<file path="src/hdl/assert_macros.svh">
// ---------------------------------------------------------------------------
// Assertion macros
// Shared concurrent assertion forms, clocked on a rising edge and disabled
// while reset is asserted (active low).
// ---------------------------------------------------------------------------
`ifndef ASSERT_MACROS_SVH
`define ASSERT_MACROS_SVH

// Consequent must hold in the same cycle as the antecedent.
`define ASSERT_SAME(lbl, clk, rst_n, ante, cons, msg) \
  lbl: assert property (@(posedge clk) disable iff (!rst_n) (ante) |-> (cons)) \
    else $error(msg);

// Consequent must hold in the cycle after the antecedent.
`define ASSERT_NEXT(lbl, clk, rst_n, ante, cons, msg) \
  lbl: assert property (@(posedge clk) disable iff (!rst_n) (ante) |=> (cons)) \
    else $error(msg);

`endif

</file>
<file path="src/hdl/sil_pkg.sv">
// ---------------------------------------------------------------------------
// sil_pkg
// Types, codes and constants shared by the sorted insert list unit.
// ---------------------------------------------------------------------------
package sil_pkg;

  localparam int DepthDefault = 16;
  localparam int KindW        = 2;
  localparam int ValW         = 8;
  localparam int StatusW      = 3;
  localparam int PosW         = 4;

  typedef enum logic [KindW-1:0] {
    KIND_INSERT  = 2'd0,
    KIND_READOUT = 2'd1,
    KIND_CLEAR   = 2'd2
  } kind_e;

  typedef enum logic [StatusW-1:0] {
    STAT_INSERTED = 3'd0,
    STAT_DROPPED  = 3'd1,
    STAT_ENTRY    = 3'd2,
    STAT_EMPTY    = 3'd3,
    STAT_CLEARED  = 3'd4
  } status_e;

  typedef enum logic [2:0] {
    ST_IDLE,
    ST_SHIFT,
    ST_PLACE,
    ST_READ,
    ST_RESP
  } state_e;

  typedef struct packed {
    status_e          status;
    logic [ValW-1:0]  entry_value;
    logic [PosW-1:0]  position;
    logic             last;
  } result_t;

endpackage

</file>
<file path="src/hdl/sil_out_reg.sv">
// ---------------------------------------------------------------------------
// sil_out_reg
// Output register for result words: takes a word whenever it is empty or
// being drained, holds it while the consumer stalls.
// ---------------------------------------------------------------------------
module sil_out_reg (
  input  logic             clk_i,
  input  logic             rst_ni,
  input  logic             push_i,
  input  sil_pkg::result_t data_i,
  output logic             ready_o,
  output logic             valid_o,
  input  logic             stall_i,
  output sil_pkg::result_t data_o
);

  logic             valid_q, valid_d;
  sil_pkg::result_t data_q;

  assign ready_o = !valid_q || !stall_i;

  always_comb begin
    if (push_i) begin
      valid_d = 1'b1;
    end else if (stall_i) begin
      valid_d = valid_q;
    end else begin
      valid_d = 1'b0;
    end
  end

  always_ff @(posedge clk_i or negedge rst_ni) begin
    if (!rst_ni) begin
      valid_q <= 1'b0;
    end else begin
      valid_q <= valid_d;
    end
  end

  always_ff @(posedge clk_i) begin
    if (push_i) begin
      data_q <= data_i;
    end
  end

  assign valid_o = valid_q;
  assign data_o  = data_q;

endmodule

</file>
<file path="src/hdl/sorted_insert_list_unit.sv">
// Result path by state: drop, clear and empty readout go from idle straight to
// the response state; an insert into 0 or 1 entries goes through place, else
// through a shift sweep that moves one entry per cycle, then place and response.
// Readout: first entry, then one entry per unstalled cycle, from the response
// register. One item at a time: the next is accepted in the cycle after the final
// word. Reset clears fill count and control state, not the table.
// ---------------------------------------------------------------------------
// sorted_insert_list_unit
// Ordered byte table in a synchronous memory: fixed head, descending tail,
// inserts by a backward read-compare-move sweep, readout one word per unstalled cycle.
// ---------------------------------------------------------------------------
`include "assert_macros.svh"

module sorted_insert_list_unit #(
  parameter int DEPTH = sil_pkg::DepthDefault
) (
  input  logic                        clk_i,
  input  logic                        rst_ni,
  input  logic                        in_valid_i,
  output logic                        in_stall_o,
  input  logic [sil_pkg::KindW-1:0]   in_kind_i,
  input  logic [sil_pkg::ValW-1:0]    in_value_i,
  output logic                        out_valid_o,
  input  logic                        out_stall_i,
  output logic [sil_pkg::StatusW-1:0] out_status_o,
  output logic [sil_pkg::ValW-1:0]    out_entry_value_o,
  output logic [sil_pkg::PosW-1:0]    out_position_o,
  output logic                        out_last_o
);

  localparam int AW = $clog2(DEPTH);
  localparam int CW = $clog2(DEPTH + 1);
  localparam int VW = sil_pkg::ValW;
  localparam int PW = sil_pkg::PosW;

  sil_pkg::state_e  state_q, state_d;
  logic [CW-1:0]    fill_q, fill_d;
  logic [AW-1:0]    idx_q, idx_d;
  logic [AW-1:0]    pos_q, pos_d;
  logic [VW-1:0]    val_q, val_d;
  sil_pkg::status_e resp_status_q, resp_status_d;

  logic [VW-1:0]    mem_q [DEPTH];
  logic [VW-1:0]    rdata_q;
  logic             mem_we, mem_re;
  logic [AW-1:0]    mem_waddr, mem_raddr;
  logic [VW-1:0]    mem_wdata;

  logic             in_acc;
  logic             push, push_ok;
  sil_pkg::result_t push_data, out_data;
  logic             full, last_entry, move;

  assign in_stall_o = (state_q != sil_pkg::ST_IDLE);
  assign in_acc     = in_valid_i && !in_stall_o;
  assign full       = (fill_q == CW'(DEPTH));
  assign last_entry = ((CW'(idx_q) + CW'(1)) == fill_q);
  assign move       = (rdata_q < val_q);

  // Next state
  always_comb begin
    state_d = state_q;
    case (state_q)
      sil_pkg::ST_IDLE: begin
        if (in_acc) begin
          case (sil_pkg::kind_e'(in_kind_i))
            sil_pkg::KIND_INSERT: begin
              if (full) begin
                state_d = sil_pkg::ST_RESP;
              end else if (fill_q < CW'(2)) begin
                state_d = sil_pkg::ST_PLACE;
              end else begin
                state_d = sil_pkg::ST_SHIFT;
              end
            end
            sil_pkg::KIND_READOUT: begin
              if (fill_q == '0) begin
                state_d = sil_pkg::ST_RESP;
              end else begin
                state_d = sil_pkg::ST_READ;
              end
            end
            sil_pkg::KIND_CLEAR: begin
              state_d = sil_pkg::ST_RESP;
            end
            default: begin
              state_d = sil_pkg::ST_IDLE;
            end
          endcase
        end
      end
      sil_pkg::ST_SHIFT: begin
        if (!move || (idx_q == AW'(1))) begin
          state_d = sil_pkg::ST_PLACE;
        end
      end
      sil_pkg::ST_PLACE: begin
        state_d = sil_pkg::ST_RESP;
      end
      sil_pkg::ST_READ: begin
        if (push_ok && last_entry) begin
          state_d = sil_pkg::ST_IDLE;
        end
      end
      sil_pkg::ST_RESP: begin
        if (push_ok) begin
          state_d = sil_pkg::ST_IDLE;
        end
      end
      default: begin
        state_d = sil_pkg::ST_IDLE;
      end
    endcase
  end

  // Datapath and memory control
  always_comb begin
    mem_we        = 1'b0;
    mem_waddr     = idx_q + AW'(1);
    mem_wdata     = rdata_q;
    mem_re        = 1'b0;
    mem_raddr     = idx_q;
    idx_d         = idx_q;
    pos_d         = pos_q;
    val_d         = val_q;
    fill_d        = fill_q;
    resp_status_d = resp_status_q;
    push          = 1'b0;
    push_data     = '{status: resp_status_q, entry_value: '0,
                      position: PW'(pos_q), last: 1'b1};
    case (state_q)
      sil_pkg::ST_IDLE: begin
        if (in_acc) begin
          val_d = in_value_i;
          case (sil_pkg::kind_e'(in_kind_i))
            sil_pkg::KIND_INSERT: begin
              if (full) begin
                resp_status_d = sil_pkg::STAT_DROPPED;
                pos_d         = '0;
              end else if (fill_q == '0) begin
                pos_d = '0;
              end else if (fill_q == CW'(1)) begin
                pos_d = AW'(1);
              end else begin
                // start the sweep at the tail
                mem_re    = 1'b1;
                mem_raddr = AW'(fill_q - CW'(1));
                idx_d     = AW'(fill_q - CW'(1));
              end
            end
            sil_pkg::KIND_READOUT: begin
              if (fill_q == '0) begin
                resp_status_d = sil_pkg::STAT_EMPTY;
                pos_d         = '0;
              end else begin
                mem_re    = 1'b1;
                mem_raddr = '0;
                idx_d     = '0;
              end
            end
            sil_pkg::KIND_CLEAR: begin
              fill_d        = '0;
              resp_status_d = sil_pkg::STAT_CLEARED;
              pos_d         = '0;
            end
            default: begin
              fill_d = fill_q;
            end
          endcase
        end
      end
      sil_pkg::ST_SHIFT: begin
        if (move) begin
          // move the smaller entry one place down, fetch the one above
          mem_we = 1'b1;
          if (idx_q == AW'(1)) begin
            pos_d = AW'(1);
          end else begin
            mem_re    = 1'b1;
            mem_raddr = idx_q - AW'(1);
            idx_d     = idx_q - AW'(1);
          end
        end else begin
          pos_d = idx_q + AW'(1);
        end
      end
      sil_pkg::ST_PLACE: begin
        mem_we        = 1'b1;
        mem_waddr     = pos_q;
        mem_wdata     = val_q;
        fill_d        = fill_q + CW'(1);
        resp_status_d = sil_pkg::STAT_INSERTED;
      end
      sil_pkg::ST_READ: begin
        push_data = '{status: sil_pkg::STAT_ENTRY, entry_value: rdata_q,
                      position: PW'(idx_q), last: last_entry};
        if (push_ok) begin
          push = 1'b1;
          if (!last_entry) begin
            mem_re    = 1'b1;
            mem_raddr = idx_q + AW'(1);
            idx_d     = idx_q + AW'(1);
          end
        end
      end
      sil_pkg::ST_RESP: begin
        push = push_ok;
      end
      default: begin
        push = 1'b0;
      end
    endcase
  end

  always_ff @(posedge clk_i or negedge rst_ni) begin
    if (!rst_ni) begin
      state_q <= sil_pkg::ST_IDLE;
      fill_q  <= '0;
    end else begin
      state_q <= state_d;
      fill_q  <= fill_d;
    end
  end

  always_ff @(posedge clk_i) begin
    idx_q         <= idx_d;
    pos_q         <= pos_d;
    val_q         <= val_d;
    resp_status_q <= resp_status_d;
  end

  // Table memory, one write and one registered read per cycle
  always_ff @(posedge clk_i) begin
    if (mem_we) begin
      mem_q[mem_waddr] <= mem_wdata;
    end
  end

  always_ff @(posedge clk_i) begin
    if (mem_re) begin
      rdata_q <= mem_q[mem_raddr];
    end
  end

  sil_out_reg u_out_reg (
    .clk_i   (clk_i),
    .rst_ni  (rst_ni),
    .push_i  (push),
    .data_i  (push_data),
    .ready_o (push_ok),
    .valid_o (out_valid_o),
    .stall_i (out_stall_i),
    .data_o  (out_data)
  );

  assign out_status_o      = out_data.status;
  assign out_entry_value_o = out_data.entry_value;
  assign out_position_o    = out_data.position;
  assign out_last_o        = out_data.last;

  `ASSERT_SAME(a_fill_range, clk_i, rst_ni, 1'b1, fill_q <= CW'(DEPTH), "fill count beyond depth")
  `ASSERT_SAME(a_no_rw_clash, clk_i, rst_ni, mem_we && mem_re, mem_waddr != mem_raddr, "read and write hit one entry")
  `ASSERT_NEXT(a_full_drop, clk_i, rst_ni, in_acc && (in_kind_i == sil_pkg::KIND_INSERT) && full, (state_q == sil_pkg::ST_RESP) && (resp_status_q == sil_pkg::STAT_DROPPED), "insert into full table not dropped")
  `ASSERT_NEXT(a_last_idle, clk_i, rst_ni, push && push_data.last, state_q == sil_pkg::ST_IDLE, "final word not followed by idle")

endmodule

</file>
<file path="config.mk">
export PLATFORM = sky130hd
export DESIGN_NAME = sorted_insert_list_unit
export DESIGN_NICKNAME = d
export VERILOG_FILES = /design/src/hdl/sil_pkg.sv /design/src/hdl/sil_out_reg.sv /design/src/hdl/sorted_insert_list_unit.sv
export VERILOG_INCLUDE_DIRS = /design/src /design/src/hdl
export SDC_FILE = /design/constraint.sdc
export NUM_CORES = 1
export LEC_CHECK = 0
export ABC_CLOCK_PERIOD_IN_PS = 9400
export BUFFER_PORTS_ARGS = -buffer_cell sky130_fd_sc_hd__buf_2
export CORE_MARGIN = 2
export CORE_UTILIZATION = 53
export DETAILED_ROUTE_END_ITERATION = 10
export PLACE_DENSITY_LB_ADDON = 0.25
export SYNTH_ARGS = -nofsm -noshare
export SYNTH_HDL_FRONTEND = slang
export SYNTH_SLANG_ARGS = --single-unit
</file>
<file path="constraint.sdc">
create_clock -name clk_i -period 9.4 [get_ports clk_i]
set_input_delay 0.94 -clock clk_i [delete_from_list [all_inputs] [get_ports clk_i]]
set_output_delay 0.94 -clock clk_i [all_outputs]
set_load 0.01 [all_outputs]
</file>
Word level (Yosys, flattened, before mapping)
Memories as Yosys holds them, arrays and structs flattened. A register that Yosys moved wholly into a read port is not among the register bits.
Cells that the tools add are included.
Operators by class
  $add $sub $neg: 5
  magnitude comparators: 2
  equal/unequal tests: 21
  muxes and demuxes: 59
  reductions and logical operators: 19
Operators with widths (number)
  $mux 4: 17
  $mux 3: 9
  $pmux 4 s3: 2
  $pmux 3 s3: 2
  $pmux 4 s2: 2
  $mux 1: 15
  $mux 5: 3
  $pmux 3 s5: 1
  $pmux 5 s2: 1
  $ne 3x3->1 const B: 3
  $lt 8x8->1: 1
  $mux 8: 1
  $ne 2x2->1 const B: 4
  $sub 4x1->4 const B: 2
  $eq 3x2->1 const B: 2
  $pmux 1 s2: 3
  $pmux 3 s2: 1
  $reduce_and 6->1: 1
  $add 4x1->5 const B: 1
  $add 5x1->5 const B: 1
  $eq 5x1->1 const B: 1
  $eq 5x5->1: 1
  $eq 5x5->1 const B: 1
  $logic_not 5->1: 1
  23 further kinds: 30
Word-level totals
  bits in registers: 44
  RAM bits: 128
  input port bits: 14
  output and inout bits: 18
  word-level logic and storage cells: 118
  memories: 1
Memory list
  mem_q: words 16, width 8, read ports 1, clocked after memory_dff 1, write ports 1, line sorted_insert_list_unit.sv:43  | logic [VW-1:0] mem_q [DEPTH];

Depth between registers and ports, before layout
  depth in word-level cells: 7
  gate-level depth with buffers: 14
  mapped depth without buffers: 12

Cells and area by module
Synthesis repeated with hierarchy kept, for this count alone.
Unflattened totals
  cells, all modules: 533
  area total of the unflattened synthesis: 8117.8 µm²
Modules (own cells, without submodules)
  sorted_insert_list_unit: instances 1, cells an instance 514, area each 7601.0 µm², seq. area each 4814.6 µm²
  sil_out_reg: instances 1, cells an instance 19, area each 516.7 µm², seq. area each 505.5 µm²

Worst setup path after synthesis
Ideal clock, no wire load.
  kind: input -> register
  from: input port in_kind_i[0] (netlist bit)
  to: register rdata_q[1], read port of mem_q, data pin
  setup time: 267 ps
  arrival time: 3320 ps
  required time: 9133 ps
  setup slack: 5813 ps
  stages on the path: 13
  buffers on the path: 2
  cells stage by stage: inv_1 > ha_1 > inv_2 > o31ai_1 > a31oi_1 > a311oi_1 > nor3_1 > a31o_2 > buf_6 > buf_6 > mux2_1 > a22oi_1 > nand4_1
On the way
  longest elaborated chain between the ends: 4
  elaborated cells between the ends (all ways): 8
  classes of those cells: eq/ne: 1; mux: 6; reduce/logical: 1
RTL lines
  start: declaration: line sorted_insert_list_unit.sv:21  | input logic [sil_pkg::KindW-1:0] in_kind_i,
  $eq 2x1->1 or $logic_not 2->1 (tied branches): line sorted_insert_list_unit.sv:135  | case (sil_pkg::kind_e'(in_kind_i))
  $pmux 4 s2 or $pmux 1 s2 (tied branches)
  $mux 4 or $mux 1 (tied branches)
  $pmux 4 s3 or $pmux 1 s3 (tied branches)
  end: declaration: line sorted_insert_list_unit.sv:44  | logic [VW-1:0] rdata_q;
Parallel ways exist; a longest one is shown, timed or not.
A chain may end at the register's enable or synchronous reset.

Worst setup path after layout
  from: register idx_q[0]
  to: register rdata_q[1], read port of mem_q, data pin
On the way
  longest elaborated chain between the ends: 6
  elaborated cells between the ends (all ways): 21
  classes of those cells: add/sub: 3; eq/ne: 2; mux: 16
RTL lines
  start: declaration: line sorted_insert_list_unit.sv:38  | logic [AW-1:0] idx_q, idx_d;
  start signal: assignment: line sorted_insert_list_unit.sv:226  | idx_q <= idx_d;
  parallel branches: the longest is 6 deep, another holds $add 4x1->5
Parallel ways; which one is timed is not known.

==> flow_metrics.env <==
export IMPL_status="finished clean"
export IMPL_syn_nets=617
export IMPL_place_congestion=0.897
export IMPL_fmax_ghz=0.235
export IMPL_start_util_pct=54.2
export IMPL_setup_slack_ns=5.15
export IMPL_synth_most_common_cell="edfxtp_1"
export IMPL_vdd_drop_max_uv=183
export IMPL_min_period_over_period_pct=45.2
export IMPL_slew_violations=0
export IMPL_synth_fa_ha_area_share_pct=2.90
export IMPL_synthXorXnorAreaFrac_pct=1.37
export IMPL_worstSetupPathType="reg -> reg"
export IMPL_seq_area_frac_synth_pct=64.9
export IMPL_switching_power_mw=1.37
export IMPL_grt_max_degree=58
export IMPL_cp_data_arrival_time_ns=4.55
export IMPL_synth_top_flop_cell="edfxtp_1"
export IMPL_switching_share_pct=38.5
export IMPL_worst_slew_pin_slew_ns=1.19
export IMPL_required_ns=9.70
export IMPL_synth_commonest_cells="edfxtp_1, nand2_1, nor2_1, mux2_2"
export IMPL_drtPass1Iterations=5
export IMPL_final_util_pct=60.2
export IMPL_clkSinkCount=180
export IMPL_area_growth_pct=11.1
export IMPL_slew_limit_headroom_pct=20.3
export IMPL_gr_total_overflow=0
export IMPL_combPwrFrac_pct=42.4
export IMPL_syn_area_sq_mm=0.00820
export IMPL_muxShareOfSynthArea_pct=8.94
export IMPL_cts_tree="yes"
export IMPL_ios=32
export IMPL_synth_distinct_cells=68
export IMPL_drt_total_wl_um=18000
export IMPL_nNetsFinal=651
export IMPL_ctsResizeCount=0
export IMPL_cts_htree_levels=4
export IMPL_cts_made_buffers=17
export IMPL_power_density_mw_per_mm2=391
export IMPL_synth_edf_count=167
export IMPL_ctsHoldBuffers=0
export IMPL_synth_top_area_share_pct=61.1
export IMPL_antenna_found_initial=0
export IMPL_track_usage_pct=23.2
export IMPL_core_area_sq_mm=0.0151
export IMPL_setup_tns_final_ns=0
export IMPL_min_period_ns=4.25
export IMPL_yosys_area_share_simple_pct=10.0
export IMPL_avgViaCountPerCell=6.11
export IMPL_drv_cap=0
export IMPL_yosys_area_top_type="edfxtp_1"
export IMPL_die_y_um=128
export IMPL_synth_top_family_by_area="simple AND/OR/NAND/NOR gates"
export IMPL_worstSkewPairLatency_ns=0.44
export IMPL_clk_pin_slew_ns=0.07
export IMPL_drcViolationCount=0
export IMPL_diodes=0
export IMPL_die_area_sq_mm=0.0165
export IMPL_p_seq_share_pct=37.0
export IMPL_cp_end_kind="flop"
export IMPL_cp_max_fo=13
export IMPL_p_int_mw=2.19
export IMPL_setup_viol=0
export IMPL_antenna_left=0
export IMPL_io_buffers=31
export IMPL_drive_above_1_share_pct=19.3
export IMPL_via_count=5008
export IMPL_drt_iter0_drc=464
export IMPL_grt_pass1_vias=4937
export IMPL_ys_async_sr_fraction_pct=5.00
export IMPL_synth_compound_area_share_pct=8.83
export IMPL_dp_worst_setup_slack_ns=5.07
export IMPL_hold_viol_final=0
export IMPL_detailed_place_hpwl_um=12100
export IMPL_cts_root_buf="clkbuf_16"
export IMPL_finClkSkew_ns=0.0142
export IMPL_power_mw=3.57
export IMPL_synth_seq_cells=180
export IMPL_critPathLaunchType="flop"
export IMPL_p_leak_nw=3.26
export IMPL_rsz0062_at_grt="false"
export IMPL_ys_warnings_count=0
export IMPL_grt_pass1_wl_um=27900
export IMPL_avgRoutedWirePerCell_um=22.0
export IMPL_row_count=45
export IMPL_power_frac_clock_pct=20.5
export IMPL_synth_area_leaders="edfxtp_1, mux2_2, ha_1"
export IMPL_die_w_um=128
export IMPL_synth_cells=584
export IMPL_hp_class="in -> async"
export IMPL_syn_area_per_cell_sq_um=14.0
export IMPL_clockBufferDepth=2
export IMPL_post_cts_buffers=0
## final cells by class
class / count / area, sq um
timing repair buffer: 41 / 230
fill: 1130 / 6030
clock inverter: 14 / 176
multi-input combinational: 353 / 2630
tap: 188 / 235
sequential: 180 / 5320
inverter: 25 / 93.8
clock buffer: 18 / 429
## state kept, by name (all words and copies together), names as in the netlist
register	flops
u_out_reg.valid_o	1
pos_q	4
idx_q	4
val_q	8
u_out_reg.data_o	16
rdata_q	8
mem_q	128
fill_q	5
state_q	3
resp_status_q	3
## placed cells by master (no fill, tap or decap), types with 3 or more instances in the layout
master,instances
ha_1,19
a31oi_1,4
dfxtp_1,4
nand2_1,48
xnor2_1,5
inv_6,3
o21ai_0,15
nand2b_1,4
nor3_1,12
clkbuf_16,17
buf_4,10
xor2_1,6
buf_2,31
bufinv_16,3
o21ai_1,9
a21oi_1,14
a22oi_1,18
clkinv_4,3
nand4_1,10
and2_1,16
o22a_1,8
mux4_2,8
nand3_1,7
edfxtp_1,167
dfrtp_1,9
mux2_1,7
nor2b_1,7
mux2i_1,17
nor2_1,41
mux2_2,27
nor3b_1,4
inv_1,21
inv_2,4
a21o_1,3
## metrics by stage
| step | hold WS (ns) | area [sq um] | std cells |
|---|---|---|---|
| 2_1_floorplan | 0.477 | 8200 | 584 |
| 3_3_place_gp | 0.486 | 8500 | 786 |
| 3_5_place_dp | 0.507 | 8500 | 786 |
| 4_1_cts | 0.339 | 9110 | 818 |
| 5_1_grt | 0.360 | 9110 | 819 |
| 6_report | 0.350 | 9110 | 819 |
## worst paths after layout
| check | start | to | slack, ns | depth (start not counted) |
|---|---|---|---|---|
| min reg2reg | resp_status_q[1] | u_out_reg.data_o[14] | 0.52 | 1 |
| max | idx_q[0] | rdata_q[1] | 5.15 | 11 |
| min | rst_ni | fill_q[1] | 0.35 | 1 |
| max reg2reg | idx_q[0] | rdata_q[1] | 5.15 | 11 |
| max in group asynchronous | rst_ni | fill_q[0] | 8.84 | 1 |
| min in group clk_i | resp_status_q[1] | u_out_reg.data_o[14] | 0.52 | 1 |
## power by group through the flow
stage | Combinational [mW] | Sequential [mW] | Clock, mW
2_1_floorplan | 1.17 | 1.26 | 0
3_3_place_gp | 1.46 | 1.33 | 0
3_5_place_dp | 1.50 | 1.33 | 0
4_1_cts | 1.50 | 1.32 | 0.736
5_1_grt | 1.65 | 1.34 | 0.771
6_report | 1.51 | 1.32 | 0.732
## cell families (layout without fill, tap and decap cells)
family,count (synthesis),in the layout
flip-flops,180,180
AO/OA/AOI/OAI,99,99
AND/OR/NAND/NOR,164,164
multiplexers,59,59
adder cells (fa/ha/maj),19,19
XOR/XNOR,12,12
buffers and inverters,51,98
## routing by layer
metal | track usage, % | vias up | share of wire (%)
li1 | - | 2286 | -
met4 | 8.73 | 0 | 2.1
met1 | 33.0 | 2504 | 44
met3 | 6.36 | 25 | 7.5
met5 | 0 | - | 0
met2 | 34.6 | 193 | 46
## worst max-delay path, stage by stage, from the launching register on
cell and delay [ns]:
dfxtp_1 0.70, inv_1 0.21, ha_1 0.44, xor2_1 0.19, a211oi_2 0.28, o311ai_4 0.21
a41oi_1 0.37, a2111oi_4 0.08, o221a_2 0.30, nor3_1 0.83, a22oi_1 0.33, nand4_1 0.17
Note: power is estimated with default switching activity, not from simulation.
